$ cat config.mk
export PLATFORM = sky130hd
export DESIGN_NAME = eeprom_wear_level_slot_manager_core
export DESIGN_NICKNAME = d
export VERILOG_FILES = /design/src/sv/ewl_pkg.sv /design/src/sv/eeprom_wear_level_slot_manager_core.sv /design/src/sv/ewl_ring_scan.sv
export SDC_FILE = /design/constraint.sdc
export NUM_CORES = 1
export LEC_CHECK = 0
export BUFFER_PORTS_ARGS = -buffer_cell sky130_fd_sc_hd__buf_2
export CORE_UTILIZATION = 50
export CTS_CLUSTER_SIZE = 40
export DETAILED_ROUTE_END_ITERATION = 7
export GPL_ROUTABILITY_DRIVEN = 0
export GPL_TIMING_DRIVEN = 1
export PLACE_DENSITY = 0.75
export SLEW_MARGIN = 20
export SYNTH_ARGS = -nofsm -noshare
export SYNTH_HDL_FRONTEND = slang
export SYNTH_SLANG_ARGS = --single-unit
export TNS_END_PERCENT = 50
$ cat constraint.sdc
create_clock -name aclk -period 3.7 [get_ports aclk]
set_input_delay 0.74 -clock aclk [delete_from_list [all_inputs] [get_ports aclk]]
set_output_delay 0.74 -clock aclk [all_outputs]
set_load 0.01 [all_outputs]
$ cat src/sv/ewl_pkg.sv
// shared types and constants for the eeprom wear-level slot manager
// no dependencies; imported by ewl_ring_scan and the core top level
`timescale 1ns / 1ps

package ewl_pkg;

    localparam int EWL_SLOTS       = 60;
    localparam int EWL_SLOT_BYTES  = 16;
    localparam int EWL_STORE_BYTES = 1024;

    localparam int EWL_KIND_W  = 2;
    localparam int EWL_INDEX_W = 6;
    localparam int EWL_BYTE_W  = 8;
    localparam int EWL_ADDR_W  = 10;
    localparam int EWL_DELAY_W = 16;
    localparam int EWL_IDX_W   = 8;

    localparam logic [EWL_DELAY_W-1:0] EWL_DELAY_RESET = 16'd3000;
    localparam logic [EWL_DELAY_W-1:0] EWL_TICK_MAX    = 16'hFFFF;

    localparam logic [EWL_KIND_W-1:0] KIND_LOAD   = 2'd0;
    localparam logic [EWL_KIND_W-1:0] KIND_CHANGE = 2'd1;
    localparam logic [EWL_KIND_W-1:0] KIND_TICK   = 2'd2;
    localparam logic [EWL_KIND_W-1:0] KIND_LOCATE = 2'd3;

    localparam logic RES_COMMIT = 1'b0;
    localparam logic RES_LOCATE = 1'b1;

    typedef struct packed {
        logic start;
        logic ack;
        logic commit;
    } ewl_ctl_t;

    typedef struct packed {
        logic                 done;
        logic [EWL_IDX_W-1:0]  slot;
        logic [EWL_BYTE_W-1:0] sval;
    } ewl_stat_t;

endpackage

$ cat src/sv/eeprom_wear_level_slot_manager_core.sv
// top level of the eeprom wear-level slot manager: request handling, save timer,
// result register; depends on ewl_pkg and ewl_ring_scan
//
// usage:
//   s_ channel: one request per handshake (kind, entry_index, entry_value).
//     load, change and tick requests are taken one per cycle while no scan runs, as
//     s_ready is then high, so they may follow back to back. a locate request, or
//     a tick that pushes the timer past save_delay, starts a scan of the status
//     ring memory, one entry per cycle.
//   m_ channel: a commit or locate result comes from the ring scan (states PRE,
//     FIRST, SCAN, DONE) and is then registered; the scan length is set by the
//     first break in the status sequence. s_ready stays low until the result is
//     in the output register, so one scan runs at a time.
//   cfg channel: writes save_delay, always ready; write only while idle.
//   reset: timer and pending flag clear, save_delay returns to 3000; the ring
//     contents are undefined until loaded, no clearing pass is run.
//   stall: a held result keeps the finished scan waiting; simple requests are
//     still taken while m_valid waits for m_ready.
`timescale 1ns / 1ps

module eeprom_wear_level_slot_manager_core
    import ewl_pkg::*;
#(
    parameter int SLOTS       = EWL_SLOTS,
    parameter int SLOT_BYTES  = EWL_SLOT_BYTES,
    parameter int STORE_BYTES = EWL_STORE_BYTES
) (
    input  logic                   aclk,
    input  logic                   aresetn,

    input  logic                   s_valid,
    output logic                   s_ready,
    input  logic [EWL_KIND_W-1:0]  s_kind,
    input  logic [EWL_INDEX_W-1:0] s_entry_index,
    input  logic [EWL_BYTE_W-1:0]  s_entry_value,

    input  logic                   cfg_valid,
    output logic                   cfg_ready,
    input  logic [EWL_DELAY_W-1:0] cfg_data,

    output logic                   m_valid,
    input  logic                   m_ready,
    output logic                   m_result_kind,
    output logic [EWL_INDEX_W-1:0] m_write_slot,
    output logic [EWL_ADDR_W-1:0]  m_write_address,
    output logic [EWL_ADDR_W-1:0]  m_status_address,
    output logic [EWL_BYTE_W-1:0]  m_status_value,
    output logic [EWL_INDEX_W-1:0] m_read_slot,
    output logic [EWL_ADDR_W-1:0]  m_read_address
);

    localparam int SLOT_W = $clog2(SLOTS);
    localparam logic [SLOT_W-1:0] LAST = SLOT_W'(SLOTS - 1);

    localparam logic ST_IDLE = 1'b0;
    localparam logic ST_BUSY = 1'b1;

    logic                   state_reg, state_next;
    logic                   pending_reg, pending_next;
    logic [EWL_DELAY_W-1:0] ticks_reg, ticks_next;
    logic [EWL_DELAY_W-1:0] delay_reg;
    logic                   commit_reg, commit_next;
    logic                   m_valid_reg, m_valid_next;

    logic                   accept;
    logic                   emit;
    logic [EWL_DELAY_W-1:0] ticks_inc;
    logic                   load_en;
    logic [SLOT_W-1:0]      slot_w;
    logic [SLOT_W-1:0]      rslot_w;
    ewl_ctl_t               ctl;
    ewl_stat_t              stat;

    assign s_ready   = (state_reg == ST_IDLE);
    assign cfg_ready = 1'b1;
    assign m_valid   = m_valid_reg;
    assign accept    = s_valid && s_ready;
    assign emit      = (state_reg == ST_BUSY) && stat.done && (!m_valid_reg || m_ready);
    assign ticks_inc = (ticks_reg == EWL_TICK_MAX) ? ticks_reg : ticks_reg + 1'b1;
    assign load_en   = accept && (s_kind == KIND_LOAD) && (int'(s_entry_index) < SLOTS);

    assign slot_w  = stat.slot[SLOT_W-1:0];
    assign rslot_w = commit_reg ? slot_w : ((slot_w == '0) ? LAST : slot_w - 1'b1);

    always_comb begin
        state_next   = state_reg;
        pending_next = pending_reg;
        ticks_next   = ticks_reg;
        commit_next  = commit_reg;
        ctl.start    = 1'b0;
        ctl.ack      = emit;
        ctl.commit   = commit_reg;
        m_valid_next = m_valid_reg && !m_ready;
        if (accept) begin
            unique case (s_kind)
                KIND_LOAD: begin
                end
                KIND_CHANGE: begin
                    pending_next = 1'b1;
                    ticks_next   = '0;
                end
                KIND_TICK: begin
                    if (pending_reg) begin
                        if (ticks_inc > delay_reg) begin
                            pending_next = 1'b0;
                            ticks_next   = '0;
                            commit_next  = 1'b1;
                            ctl.start    = 1'b1;
                            state_next   = ST_BUSY;
                        end else begin
                            ticks_next = ticks_inc;
                        end
                    end
                end
                KIND_LOCATE: begin
                    commit_next = 1'b0;
                    ctl.start   = 1'b1;
                    state_next  = ST_BUSY;
                end
                default: begin
                end
            endcase
        end
        if (emit) begin
            m_valid_next = 1'b1;
            state_next   = ST_IDLE;
        end
    end

    always_ff @(posedge aclk) begin
        if (!aresetn) begin
            state_reg   <= ST_IDLE;
            pending_reg <= 1'b0;
            ticks_reg   <= '0;
            delay_reg   <= EWL_DELAY_RESET;
            m_valid_reg <= 1'b0;
            commit_reg  <= 1'b0;
        end else begin
            state_reg   <= state_next;
            pending_reg <= pending_next;
            ticks_reg   <= ticks_next;
            m_valid_reg <= m_valid_next;
            commit_reg  <= commit_next;
            if (cfg_valid && cfg_ready) begin
                delay_reg <= cfg_data;
            end
        end
    end

    always_ff @(posedge aclk) begin
        if (emit) begin
            m_result_kind    <= commit_reg ? RES_COMMIT : RES_LOCATE;
            m_write_slot     <= EWL_INDEX_W'(slot_w);
            m_write_address  <= EWL_ADDR_W'(SLOT_BYTES * int'(slot_w));
            m_status_address <= EWL_ADDR_W'(STORE_BYTES - SLOTS + int'(slot_w));
            m_status_value   <= stat.sval;
            m_read_slot      <= EWL_INDEX_W'(rslot_w);
            m_read_address   <= EWL_ADDR_W'(SLOT_BYTES * int'(rslot_w));
        end
    end

    ewl_ring_scan #(
        .SLOTS (SLOTS)
    ) u_ring (
        .aclk     (aclk),
        .aresetn  (aresetn),
        .ctl      (ctl),
        .load_en  (load_en),
        .load_idx (SLOT_W'(s_entry_index)),
        .load_val (s_entry_value),
        .stat     (stat)
    );

    a_idle_timer: assert property (@(posedge aclk) disable iff (!aresetn)
        !pending_reg |-> (ticks_reg == '0))
        else $error("timer running with no save pending");

    a_done_busy: assert property (@(posedge aclk) disable iff (!aresetn)
        stat.done |-> (state_reg == ST_BUSY))
        else $error("scan finished while no request in flight");

    a_slot_range: assert property (@(posedge aclk) disable iff (!aresetn)
        stat.done |-> (int'(slot_w) < SLOTS))
        else $error("scan returned a slot beyond the ring");

    a_emit_result: assert property (@(posedge aclk) disable iff (!aresetn)
        emit |=> m_valid)
        else $error("result lost after scan");

endmodule

$ cat src/sv/ewl_ring_scan.sv
// status ring memory with the sequential scan for the write slot
// depends on ewl_pkg
`timescale 1ns / 1ps

module ewl_ring_scan
    import ewl_pkg::*;
#(
    parameter int  SLOTS  = EWL_SLOTS,
    localparam int SLOT_W = $clog2(SLOTS)
) (
    input  logic                  aclk,
    input  logic                  aresetn,
    input  ewl_ctl_t              ctl,
    input  logic                  load_en,
    input  logic [SLOT_W-1:0]     load_idx,
    input  logic [EWL_BYTE_W-1:0] load_val,
    output ewl_stat_t             stat
);

    localparam logic [2:0] SC_IDLE  = 3'd0;
    localparam logic [2:0] SC_PRE   = 3'd1;
    localparam logic [2:0] SC_FIRST = 3'd2;
    localparam logic [2:0] SC_SCAN  = 3'd3;
    localparam logic [2:0] SC_DONE  = 3'd4;

    localparam logic [SLOT_W-1:0] LAST = SLOT_W'(SLOTS - 1);

    logic [EWL_BYTE_W-1:0] ring [SLOTS];
    logic [EWL_BYTE_W-1:0] rdata_reg;

    logic [2:0]            state_reg, state_next;
    logic [SLOT_W-1:0]     cnt_reg, cnt_next;
    logic [EWL_BYTE_W-1:0] prev_reg, prev_next;
    logic [EWL_BYTE_W-1:0] first_reg, first_next;
    logic [SLOT_W-1:0]     slot_reg, slot_next;
    logic [EWL_BYTE_W-1:0] sval_reg, sval_next;

    logic [SLOT_W-1:0]     raddr;
    logic                  we;
    logic [SLOT_W-1:0]     waddr;
    logic [EWL_BYTE_W-1:0] wdata;
    logic [EWL_BYTE_W-1:0] expect_val;

    assign expect_val = prev_reg + 8'd1;

    assign we    = load_en || (ctl.ack && ctl.commit);
    assign waddr = load_en ? load_idx : slot_reg;
    assign wdata = load_en ? load_val : sval_reg;

    always_comb begin
        unique case (state_reg)
            SC_PRE:  raddr = LAST;
            SC_SCAN: raddr = (cnt_reg == LAST) ? '0 : cnt_reg + 1'b1;
            default: raddr = '0;
        endcase
    end

    always_ff @(posedge aclk) begin
        if (we) begin
            ring[waddr] <= wdata;
        end
        rdata_reg <= ring[raddr];
    end

    always_comb begin
        state_next = state_reg;
        cnt_next   = cnt_reg;
        prev_next  = prev_reg;
        first_next = first_reg;
        slot_next  = slot_reg;
        sval_next  = sval_reg;
        unique case (state_reg)
            SC_IDLE: begin
                if (ctl.start) begin
                    state_next = SC_PRE;
                end
            end
            SC_PRE: begin
                state_next = SC_FIRST;
            end
            SC_FIRST: begin
                prev_next  = rdata_reg;
                first_next = rdata_reg;
                cnt_next   = '0;
                state_next = SC_SCAN;
            end
            SC_SCAN: begin
                priority if (expect_val != rdata_reg) begin
                    slot_next  = cnt_reg;
                    sval_next  = expect_val;
                    state_next = SC_DONE;
                end else if (cnt_reg == LAST) begin
                    slot_next  = '0;
                    sval_next  = first_reg + 8'd1;
                    state_next = SC_DONE;
                end else begin
                    prev_next = rdata_reg;
                    cnt_next  = cnt_reg + 1'b1;
                end
            end
            SC_DONE: begin
                if (ctl.ack) begin
                    state_next = SC_IDLE;
                end
            end
            default: state_next = SC_IDLE;
        endcase
    end

    always_ff @(posedge aclk) begin
        if (!aresetn) begin
            state_reg <= SC_IDLE;
        end else begin
            state_reg <= state_next;
        end
    end

    always_ff @(posedge aclk) begin
        cnt_reg   <= cnt_next;
        prev_reg  <= prev_next;
        first_reg <= first_next;
        slot_reg  <= slot_next;
        sval_reg  <= sval_next;
    end

    assign stat.done = (state_reg == SC_DONE);
    assign stat.slot = EWL_IDX_W'(slot_reg);
    assign stat.sval = sval_reg;

endmodule

# Word-level counts from Yosys, hierarchy flattened
# Memory sizes are Yosys's and may differ from the RTL's. A register that Yosys moved wholly into a read port is not among the register bits.
# Cells that the tools add are included.
dict set report word_totals {
  regBits 106
  latchBits 0
  mem_bits_rw 480
  rom_bits 0
  in_bits 37
  output_inout_bits 54
  wordCells 110
  mem_count 1
}
# name depth width read_ports rd_clocked_by_memory_dff write_ports line_no
set mem_list {}
lappend mem_list {u_ring.ring 60 8 1 1 1 ewl_ring_scan.sv:28} ;# logic [EWL_BYTE_W-1:0] ring [SLOTS];
dict set report classes {
  add_sub_neg 6
  n_mul 0
  div_mod_pow 0
  n_lt_le_gt_ge 2
  eq_ne 17
  shifts 0
  mux 40
  bitwise_logic 2
  reduce_logical 25
}
# cell n
set op_table {}
lappend op_table {{$mux 16} 3}
lappend op_table {{$mux 6} 8}
lappend op_table {{$mux 8} 5}
lappend op_table {{$pmux 16 s2} 1}
lappend op_table {{$pmux 6 s2} 2}
lappend op_table {{$add 16x1->16 const B} 1}
lappend op_table {{$add 8x1->8 const B} 2}
lappend op_table {{$eq 16x16->1 const B} 1}
lappend op_table {{$gt 16x16->1} 1}
lappend op_table {{$pmux 8 s2} 1}
lappend op_table {{$pmux 3 s5} 1}
lappend op_table {{$mux 3} 4}
lappend op_table {{$ne 2x2->1 const B} 6}
lappend op_table {{$mux 1} 11}
lappend op_table {{$add 10x6->10 const A} 1}
lappend op_table {{$reduce_and 3->1} 3}
lappend op_table {{$ne 8x8->1} 1}
lappend op_table {{$pmux 1 s2} 4}
lappend op_table {{$reduce_bool 2->1} 4}
lappend op_table {{$logic_and 1x1->1} 7}
lappend op_table {{$add 6x1->6 const B} 1}
lappend op_table {{$eq 3x2->1 const B} 2}
lappend op_table {{$eq 6x6->1 const B} 1}
lappend op_table {{$logic_not 6->1} 1}
lappend op_table {{other kinds (15)} 20}

# Logic depth before layout (Yosys ltp)
dict set report logic_depth {
  depth_word 9
  mapped_depth 17
}

# By module
# A second synthesis with hierarchy kept.
dict set report unflattened {
  hier_cells 1967
  area_unflattened_um2 25339.3
}
# module instances cells_per_inst area_per_inst_um2
set modules_own_cells {}
lappend modules_own_cells {ewl_ring_scan 1 1576 21650.8}
lappend modules_own_cells {eeprom_wear_level_slot_manager_core 1 391 3688.5}

# Worst setup path after synthesis
# Ideal clock, no wire load.
dict set report synth_timing {
  path_type {register -> register}
  startpoint {reg ticks_reg[4]}
  endpoint {reg ticks_reg[4]}
  setup_ps 62
  arrival_time_ps 3678
  required_ps 3638
  path_slack_ps -40
  path_stages_with_launch 18
  synth_period_minus_slack_ps 3740
  path_cell_list {dfxtp_1 > and4_1 > and4_1 > nand4_1 > nor3_2 > nor2_1 > nand3_1 > xnor2_1 > ha_1 > a21o_1 > a21o_1 > a21oi_1 > o22a_1 > o311ai_1 > a21boi_1 > clkbuf_1 > nand3_1 > nand3_1}
}
dict set report synth_between {
  elab_chain_cells 6
  word_cells_on_any_way 7
}
# element line_no
set synth_rtl {}
lappend synth_rtl {{from (decl)} eeprom_wear_level_slot_manager_core.sv:60} ;# logic [EWL_DELAY_W-1:0] ticks_reg, ticks_next;
lappend synth_rtl {{from (signal assigned)} eeprom_wear_level_slot_manager_core.sv:141} ;# ticks_reg <= ticks_next;
lappend synth_rtl {{$add 16x1->16 or $eq 16x16->1 (tied branches)} eeprom_wear_level_slot_manager_core.sv:79} ;# assign ticks_inc = (ticks_reg == EWL_TICK_MAX) ? ticks_reg : ticks_reg + 1'b1;
lappend synth_rtl {{$mux 16 *} eeprom_wear_level_slot_manager_core.sv:79}
lappend synth_rtl {{$gt 16x16->1} eeprom_wear_level_slot_manager_core.sv:104} ;# if (ticks_inc > delay_reg) begin
lappend synth_rtl {{$mux 16 *} eeprom_wear_level_slot_manager_core.sv:104}
lappend synth_rtl {{$mux 16 *} eeprom_wear_level_slot_manager_core.sv:103} ;# if (pending_reg) begin
lappend synth_rtl {{$pmux 16 s2 *} eeprom_wear_level_slot_manager_core.sv:95} ;# unique case (s_kind)
# Mark *: on every way between the ends. The rest lies on a longest branch, timed or not. The select of a mux whose other input is x is not followed.
# A chain may end at the register's enable or synchronous reset.

# Worst setup path in the final report
dict set report layout_timing {
  startpoint {reg ticks_reg[6]}
  endpoint {reg ticks_reg[0]}
}
# Same word-level chain as after synthesis.

==> impl_results.md <==
- Status: finished clean
- Setup tns final: 0 ns
- Seq/Total Area, Yosys: 70.2%
- Die Wd: 224 microns
- Ys async rst share: 0%
- GRT overflow: 0
- Die Ht: 224 microns
- Sw Pwr: 3.06 mW
- Clk sink count: 591
- Detail Placement HPWL: 39600 microns
- Area delta synth->final: 15.6%
- Vias per cell: 5.98
- Multi-input gate area: 6820 sq um
- Max Cap Viol: 0
- Worst-Margin Slew: 0.771 ns
- Drt drc: 0
- Main synth FF type: edfxtp_1
- Initial antenna violation count: 0
- Number of global-route vias before repair: 16400
- Max Clock Freq: 281 MHz
- Synth Instances: 1964
- DRT antenna net count: 0
- Fin crit share: 96.2%
- Skew final: 0.0345 ns
- Fill count: 3582
- Share of power burned in combinational logic: 5.8%
- CTS tree: built
- Unique masters post-synth: 70
- Cell area after placement: 26500 sq um
- CTS max path bufs: 3
- Switching share of power: 22.0%
- Synthesized area per cell: 12.5 sq um
- Crit Reg-Reg Endpoint: ticks_reg[0]
- Commonest non-fill, non-tap cell in the layout: edfxtp_1
- Mean routed wirelength per cell: 21.7 microns
- P_int: 10.8 mW
- Fin. Hold Viols: 0
- Reg-to-reg startpoint: ticks_reg[6]
- CTS H-tree lvls: 2
- CP arrival: 4.10 ns
- First-pass GRT wire length: 94100 microns
- Fin area: 28500 sq um
- Worst skew pair latency: 0.63 ns
- Worst EP required: 4.24 ns
- Initial DRT Pass Iterations: 7
- Crit path to: ticks_reg[0]
- DR WL met3: 6460 microns
- M1 WL: 23900 microns
- Crit end category: register
- Highest metal used: met4
- Synth area leader: edfxtp_1
- CTS root buffer: clkbuf_16
- Layout cells sized above 1: 16.3%
- Clock transition at path regs: 0.06 ns
- Sequential Power Share: 53.1%
- Largest register FFs: 480
- Largest net degree at the start of global routing: 61
- Type of origin of the critical path: register
- Crit-path max FO: 9
- Placement Rows: 80
- Core area: 48100 sq um
- Clk network pwr share: 41.1%
- R2r setup slk: 0.14 ns
- PD cells: 488 nW/um^2
- Initial core utilization: 51.1%
- Top Ports: 91
- Top-area cell type share of the netlist area: 66.4%
- Routed vias: 16900
- Util after Layout: 59.1%
- Synthesized area: 24600 sq um
- DR iter-0 viols: 2262
- EDFF count, synth: 544
- Diode count: 0
- Leak pwr: 10.2 nW
- Slew Viols, Final: 0
- Final wirelength: 61500 microns
- Shortest period the worst path allows: 3.56 ns
- Peak supply drop: 390 uV
- Metal2 WL: 28400 microns
- Cts hold-fix bufs: 0
- Total chip power: 13.9 mW
- Fin nets: 2198
- Worst Path Class, Setup: register to register
- Crit path from: ticks_reg[6]
- Yosys reg bits: 591
- Slew headroom: 48.6%
- Worst min path class: primary input to register
- Area contributors post-synth: edfxtp_1, nand2_1, dfxtp_1, nand3_1, nor2_1
- Endpoints failing setup: 0
- Reg2reg path depth: 16
- Die area: 50100 sq um
- All-Layer GR Usage: 24.7%
- Most frequent cells in the layout: edfxtp_1, nand2_1, nand3_1
- CTS Buf Count: 56
- Register Area: 17300 sq um
- Synth warnings: 0
- Input/output buffers: 81
kinds of logic after synthesis:
logic type                 Yosys count  synth area share (%)
DFF                                591                  70.2
and+or+nand+nor                    863                  15.4
AOI/OAI and AO/OA                  253                  7.14
buffers and inverters              152                  2.90
other                                2                0.0305
adders and majority gates           29                  1.47
xor gates and xnor gates            35                  1.25
muxes                               39                  1.62
worst min path at each step:
stage | from | endpoint | cells past startpoint
4_1_cts | cfg_data[4] | delay_reg[4] | 3
5_1_grt | cfg_data[4] | delay_reg[4] | 3
3_5_place_dp | u_ring.sval_reg[1] | m_status_value[1] | 0
6_report | cfg_data[4] | delay_reg[4] | 3
2_1_floorplan | u_ring.slot_reg[4] | m_write_slot[4] | 0
3_3_place_gp | u_ring.sval_reg[6] | m_status_value[6] | 0
critical path: stages, from the launching register on:
cell,delay [ns]
dfxtp_1,0.34
and4_4,0.24
and4_4,0.26
nand4_1,0.09
buf_4,0.18
nor3_4,0.25
buf_4,0.16
mux2_2,0.34
ha_1,0.29
nor2b_1,0.13
o21ai_0,0.14
nand2b_1,0.09
a21oi_2,0.18
o311ai_4,0.14
a21bo_4,0.28
or3_1,0.30
o21ai_0,0.08
repair_timing:
action,in CTS,in global routing
cloned,0,0
pin swaps,1,6
gates resized for setup,2,18
setup buffers,2,3
setup endpoints to repair,6,14
per-layer routing:
metal	vias up	global-route usage, %
li1	7516	-
met1	8156	33.3
met2	1091	39.1
met3	174	4.80
met4	0	10.7
met5	-	0
cell usage after synthesis, types with 4 or more instances:
| cell type | count |
|---|---|
| buf_1 | 14 |
| o22ai_1 | 17 |
| and3_1 | 15 |
| or3_1 | 10 |
| a22o_1 | 6 |
| edfxtp_1 | 544 |
| a32oi_1 | 22 |
| o21ai_0 | 28 |
| o21a_1 | 8 |
| a21o_1 | 10 |
| nand2b_1 | 11 |
| o221a_1 | 4 |
| o2111ai_1 | 5 |
| dfxtp_1 | 47 |
| clkbuf_1 | 50 |
| o211ai_1 | 14 |
| nand3_1 | 163 |
| and2_1 | 13 |
| mux2_2 | 6 |
| buf_4 | 25 |
| o221ai_1 | 14 |
| buf_2 | 27 |
| nor2b_1 | 16 |
| nand4_1 | 29 |
| a221oi_1 | 4 |
| mux2i_1 | 33 |
| or2_2 | 4 |
| ha_1 | 29 |
| inv_1 | 34 |
| xor2_1 | 15 |
| nand2_1 | 431 |
| xnor2_1 | 20 |
| nor3_1 | 15 |
| a31oi_1 | 35 |
| a21oi_1 | 52 |
| o32a_1 | 5 |
| nor4_1 | 7 |
| nor2_1 | 133 |
metrics by stage:
stage,cells,worst slack (ns),hold WS (ns)
final,2834,0.140,0.339
after CTS,2831,0.0694,0.318
after global placement,2725,0.108,0.428
after floorplan,1971,0.0276,0.424
after detailed placement,2725,-0.112,0.439
after global routing,2834,-0.0493,0.341
final cells by class:
| class | count | area share, % |
|---|---|---|
| sequential | 591 | 60.7 |
| multi-input combinational | 1228 | 24.0 |
| timing repair buffer | 221 | 5.56 |
| clock buffer | 65 | 5.12 |
| tap | 656 | 2.88 |
| clock inverter | 39 | 1.33 |
| inverter | 34 | 0.448 |
power groups by stage:
stage               clock [mW]  combinational [mW]  sequential [mW]
finish                    5.70               0.808             7.37
global route              6.02               0.866             7.37
CTS                       5.76               0.789             7.37
floorplan                    0               0.482             7.50
detailed placement           0               0.781             7.51
global placement             0               0.759             7.51
Note: power is estimated with default switching activity, not from simulation.
